$ cat src/rtl/tfn_pkg.sv
// Shared types, widths and step functions for the triangle face normal core.
// Used by tfn_front, tfn_queue, tfn_back and the top level.
package tfn_pkg;

    localparam int MAG_W      = 31;
    localparam int SUM_W      = 64;
    localparam int WIDE_W     = 64;
    localparam int ROOT_W     = 32;
    localparam int REM_W      = 35;
    localparam int NORM_STEPS = 6;
    localparam int SQ_STEPS   = 32;
    localparam int Q_DEPTH    = 4;
    localparam int Q_AW       = 2;

    typedef logic [2:0][MAG_W-1:0] mag3_t;

    typedef struct packed {
        mag3_t      mag;
        logic [2:0] neg;
        logic       deg;
    } pay_t;

    typedef struct packed {
        pay_t             pay;
        logic [SUM_W-1:0] sum;
    } tfn_item_t;

    typedef struct packed {
        logic [REM_W-1:0]  rem;
        logic [ROOT_W-1:0] root;
    } sq_t;

    typedef struct packed {
        logic [ROOT_W-1:0] r;
        logic              qbit;
    } dv_t;

    function automatic sq_t sqrt_step(input logic [REM_W-1:0] rem_in,
                                      input logic [ROOT_W-1:0] root_in,
                                      input logic [1:0] pair);
        logic [REM_W-1:0] rem_s;
        logic [REM_W-1:0] trial;
        sq_t              res;
        rem_s = {rem_in[REM_W-3:0], pair};
        trial = REM_W'({root_in, 2'b01});
        if (rem_s >= trial)
        begin
            res.rem  = rem_s - trial;
            res.root = {root_in[ROOT_W-2:0], 1'b1};
        end
        else
        begin
            res.rem  = rem_s;
            res.root = {root_in[ROOT_W-2:0], 1'b0};
        end
        return res;
    endfunction

    function automatic dv_t div_step(input logic [ROOT_W-1:0] r_in,
                                     input logic nbit,
                                     input logic [ROOT_W-1:0] len);
        logic [ROOT_W:0] rs;
        logic [ROOT_W:0] d;
        dv_t             res;
        rs = {r_in, nbit};
        d  = {1'b0, len};
        if (rs >= d)
        begin
            res.r    = ROOT_W'(rs - d);
            res.qbit = 1'b1;
        end
        else
        begin
            res.r    = ROOT_W'(rs);
            res.qbit = 1'b0;
        end
        return res;
    endfunction

endpackage

$ cat src/rtl/tfn_queue.sv
// Short item queue between front and back pipelines.
// Depends on tfn_pkg for the item type and depth.
module tfn_queue
    import tfn_pkg::*;
(
    input  logic      clk,
    input  logic      rst_n,
    input  logic      wr,
    input  tfn_item_t wr_item,
    input  logic      rd,
    output logic      room,
    output logic      avail,
    output tfn_item_t head
);

    tfn_item_t       slot_reg [Q_DEPTH];
    logic [Q_AW-1:0] wp_reg;
    logic [Q_AW-1:0] rp_reg;
    logic [Q_AW:0]   cnt_reg;
    logic [Q_AW:0]   cnt_next;

    always_comb
    begin
        cnt_next = cnt_reg;
        if (wr && !rd)
            cnt_next = cnt_reg + 1'b1;
        else if (rd && !wr)
            cnt_next = cnt_reg - 1'b1;
    end

    always_ff @(posedge clk or negedge rst_n)
    begin
        if (!rst_n)
        begin
            wp_reg  <= '0;
            rp_reg  <= '0;
            cnt_reg <= '0;
        end
        else
        begin
            if (wr)
                wp_reg <= wp_reg + 1'b1;
            if (rd)
                rp_reg <= rp_reg + 1'b1;
            cnt_reg <= cnt_next;
        end
    end

    always_ff @(posedge clk)
    begin
        if (wr)
            slot_reg[wp_reg] <= wr_item;
    end

    assign room  = (cnt_reg < (Q_AW+1)'(Q_DEPTH));
    assign avail = (cnt_reg != '0);
    assign head  = slot_reg[rp_reg];

endmodule

$ cat config.mk
export PLATFORM = sky130hd
export DESIGN_NAME = tfn_queue
export DESIGN_NICKNAME = d
export VERILOG_FILES = /design/src/rtl/tfn_pkg.sv /design/src/rtl/tfn_queue.sv
export SDC_FILE = /design/constraint.sdc
export NUM_CORES = 1
export LEC_CHECK = 0
export BUFFER_PORTS_ARGS = -buffer_cell sky130_fd_sc_hd__buf_2
export CORE_UTILIZATION = 40
export CTS_BUF_LIST = sky130_fd_sc_hd__clkbuf_4
export CTS_CLUSTER_SIZE = 40
export DETAILED_ROUTE_END_ITERATION = 7
export SYNTH_ARGS = -nofsm -noshare
export SYNTH_HDL_FRONTEND = slang
export SYNTH_SLANG_ARGS = --single-unit
$ cat constraint.sdc
create_clock -name clk -period 4.8 [get_ports clk]
set_input_delay 1.2 -clock clk [delete_from_list [all_inputs] [get_ports clk]]
set_output_delay 1.2 -clock clk [all_outputs]
set_load 0.005 [all_outputs]
==> impl_metrics.yaml <==
routing:
  wl_per_cell_um: 21.02
  drtPass1Iterations: 4
  ant_nets: 0
  drtIter0Drc: 408
  via_per_inst: 4.925
  drc: 0
  wirelength_um: 47110
  dr_total_vias: 11040
run_status:
  run_status: "complete, no violations"
synthesis:
  yosys.area.top_type: "edfxtp_1"
  synth_edf_count: 644
  synth_area_leaders: "edfxtp_1, mux4_2, dfrtp_1"
  yosysUniqueCellTypes: 19
  syn_nets: 1046
  syn_area_per_cell_um2: 26.95
  ys.flop_type: "edfxtp_1"
  synthCells: 875
  ys_seq_area_share_pct: 82.75
  synth_warnings: 0
  async_reset_ff_share_pct: 1.075
  synth_top_area_share_pct: 82.00
  synth-seq-cells: 651
  synth_area_um2: 23580
worst_setup_path:
  crit_fanout: 32
  start_kind: "flop"
  timing.rr.start: "wp_reg[0]"
  critPathArrivalTime_ps: 2940
  startpoint: "rp_reg[0]"
  path_class: "reg2out"
  crit_slowest_cell: "dfrtp_4"
  worstPathCellList: "buf_4 -> mux4_2 -> buf_2"
  cp_top_family: "flip-flops"
  critPathRequiredTime_ps: 3600
  slowest_delay_ps: 880
  endpoint_kind: "output port"
  critical_path_buf_inv_count: 2
pwr:
  p_sw_share_pct: 27.86
  p_comb_share_pct: 27.2
  pwr-share-seq_pct: 45.6
  power.density_nw_per_um2: 595.2
  leakage_nw: 9.845
  intPower_w: 0.01220
  clkPwrFrac_pct: 27.3
  power.net_switching_w: 0.004710
  vdd_ir_drop_max_mv: 0.3430
timing:
  post-route-period-util_pct: 86.27
  slew_violations: 0
  hold_viol: 0
  period_needed_ps: 4141
  setup_viol: 0
  grt_setup_unrepaired: "false"
  fin_setup_tns_ps: 0
  slew_headroom_pct: 38.66
  clock.fmax_ghz: 0.2415
  skew_ps: 40.79
  worst_slack_ps: 658.8
  tightestPinTransition_ps: 920.1
cells_and_area:
  final_util_pct: 48.95
  fillCellCount: 4787
  multi_input_area_um2: 3830
  seqCellArea_um2: 19520
  largest_reg_flops: 644
  stdcell_count: 2241
  layout-drive-gt1-share_pct: 53.23
  nNetsFinal: 1531
  area_growth_pct: 20.45
global_routing:
  grt_overflow: 0
  grt_usage_pct: 16.16
  antenna_found_initial: 11
  grt_first_pass_wirelength_um: 70730
  grt_pass1_vias: 12060
  grt_max_degree: 104
clock_tree:
  clkTransAtPathRegs_ps: 70
  cts_setup_buffers: 0
  htree_levels: 4
  clock_path_buffers: 3
  numCtsBuffers: 168
  clockRootBuffer: "clkbuf_4"
  insertion_delay_ps: 960
  cts.sinks: 651
  cts_tree: "done"
floorplan:
  die_w_um: 244.8
  ios: 328
  core_um2: 58030
  placementRows: 88
  start_util_pct: 40.64
  dieHeight_um: 244.8
  dieArea_um2: 59930
placed_design:
  routabilityCongestion: 0.7399
  numPortBuffers: 327
  dp_hpwl_um: 27570
  dp_cells: 1954
  detailedPlace.worstSlack_ps: 1493
min_path:
  hold_path_startpoint: "wr_item[25]"
  hold_path_class: "in2reg"
run:
  max_cap_viol_count: 0
[area by class of cell]
class	count	share of cell area [%]
clock buffer	251	6.634
tap	765	3.370
antenna	7	0.06167
inverter	5	0.06607
timing repair buffer	351	6.933
clock inverter	28	0.7268
sequential	651	68.73
multi-input combinational	183	13.48
[through the flow]
step / hold slack, ps / total power [W] / instance area (µm²)
6_report: 453.2 / 0.01691 / 28400
5_1_grt: 315.5 / 0.01787 / 28400
4_1_cts: 275.6 / 0.01732 / 28390
3_5_place_dp: 526.0 / 0.01262 / 26290
3_3_place_gp: 518.6 / 0.01256 / 26290
2_1_floorplan: 493.6 / 0.01060 / 23590
[layout by cell type, fill, tap and decap left out, drive strengths merged]
cell           n
inv           10
diode          7
edfxtp       644
and2           4
o21ai          1
nor2           1
ha             5
clkbuf       251
bufinv         3
mux4         161
dfrtp          7
clkinvlp       1
buf          350
clkinv        19
xor2           3
or3            1
nand2          2
mux2           1
fa             1
xnor2          3
dlygate4sd3    1
[cell usage after synthesis, types with 2 or more instances]
master,number
and2_1,4
buf_2,19
buf_6,9
clkbuf_1,6
dfrtp_1,7
edfxtp_1,644
ha_1,5
inv_1,5
mux4_2,161
nand2_1,2
xnor2_1,3
xor2_1,3
[metal layers]
layer | vias to the layer above | routed length [µm] | GRT usage, %
met3 | 81 | 3678 | 7.271
met2 | 335 | 23810 | 26.04
met4 | 10 | 948 | 6.636
met5 | - | 71 | 0
li1 | 4900 | - | -
met1 | 5711 | 18600 | 18.79
[final timing paths]
| kind | endpoint | slack (ps) | cells past startpoint |
|---|---|---|---|
| setup / recovery | head[119] | 660 | 3 |
| hold / removal | slot_reg[1][25] | 450 | 1 |
| setup reg to reg | slot_reg[2][93] | 2840 | 4 |
| hold reg to reg | wp_reg[0] | 540 | 1 |
| max in group asynchronous | rp_reg[0] | 3940 | 2 |
| min in group asynchronous | cnt_reg[0] | 670 | 2 |
[power by group through the flow]
stage | Sequential [W] | Clock (W) | Combinational (W)
global route | 0.00780 | 0.00508 | 0.00499
global placement | 0.00779 | 0 | 0.00477
finish | 0.00771 | 0.00461 | 0.00459
CTS | 0.00773 | 0.00480 | 0.00479
floorplan | 0.00775 | 0 | 0.00285
detailed placement | 0.00785 | 0 | 0.00478
[logic make-up (layout without fill, tap and decap cells)]
group / after synthesis / count (layout) / synth area share [%]
DFF: 651 / 651 / 82.75
muxes: 162 / 162 / 15.42
buffers and inverters: 41 / 635 / 1.056
and+or+nand+nor: 8 / 8 / 0.1804
adders and majority gates: 6 / 6 / 0.3502
xor gates and xnor gates: 6 / 6 / 0.2229
AOI/OAI and AO/OA: 1 / 1 / 0.02120
other: 0 / 7 / 0
[what timing repair did]
item / 4_1_cts / 5_1_grt
endpoints found under the hold margin: 7 / 0
hold buffers: 1 / 0
resized for setup: 0 / 0
setup endpoints to repair: 0 / 0
No activity file was read; power rests on OpenSTA's default activity.
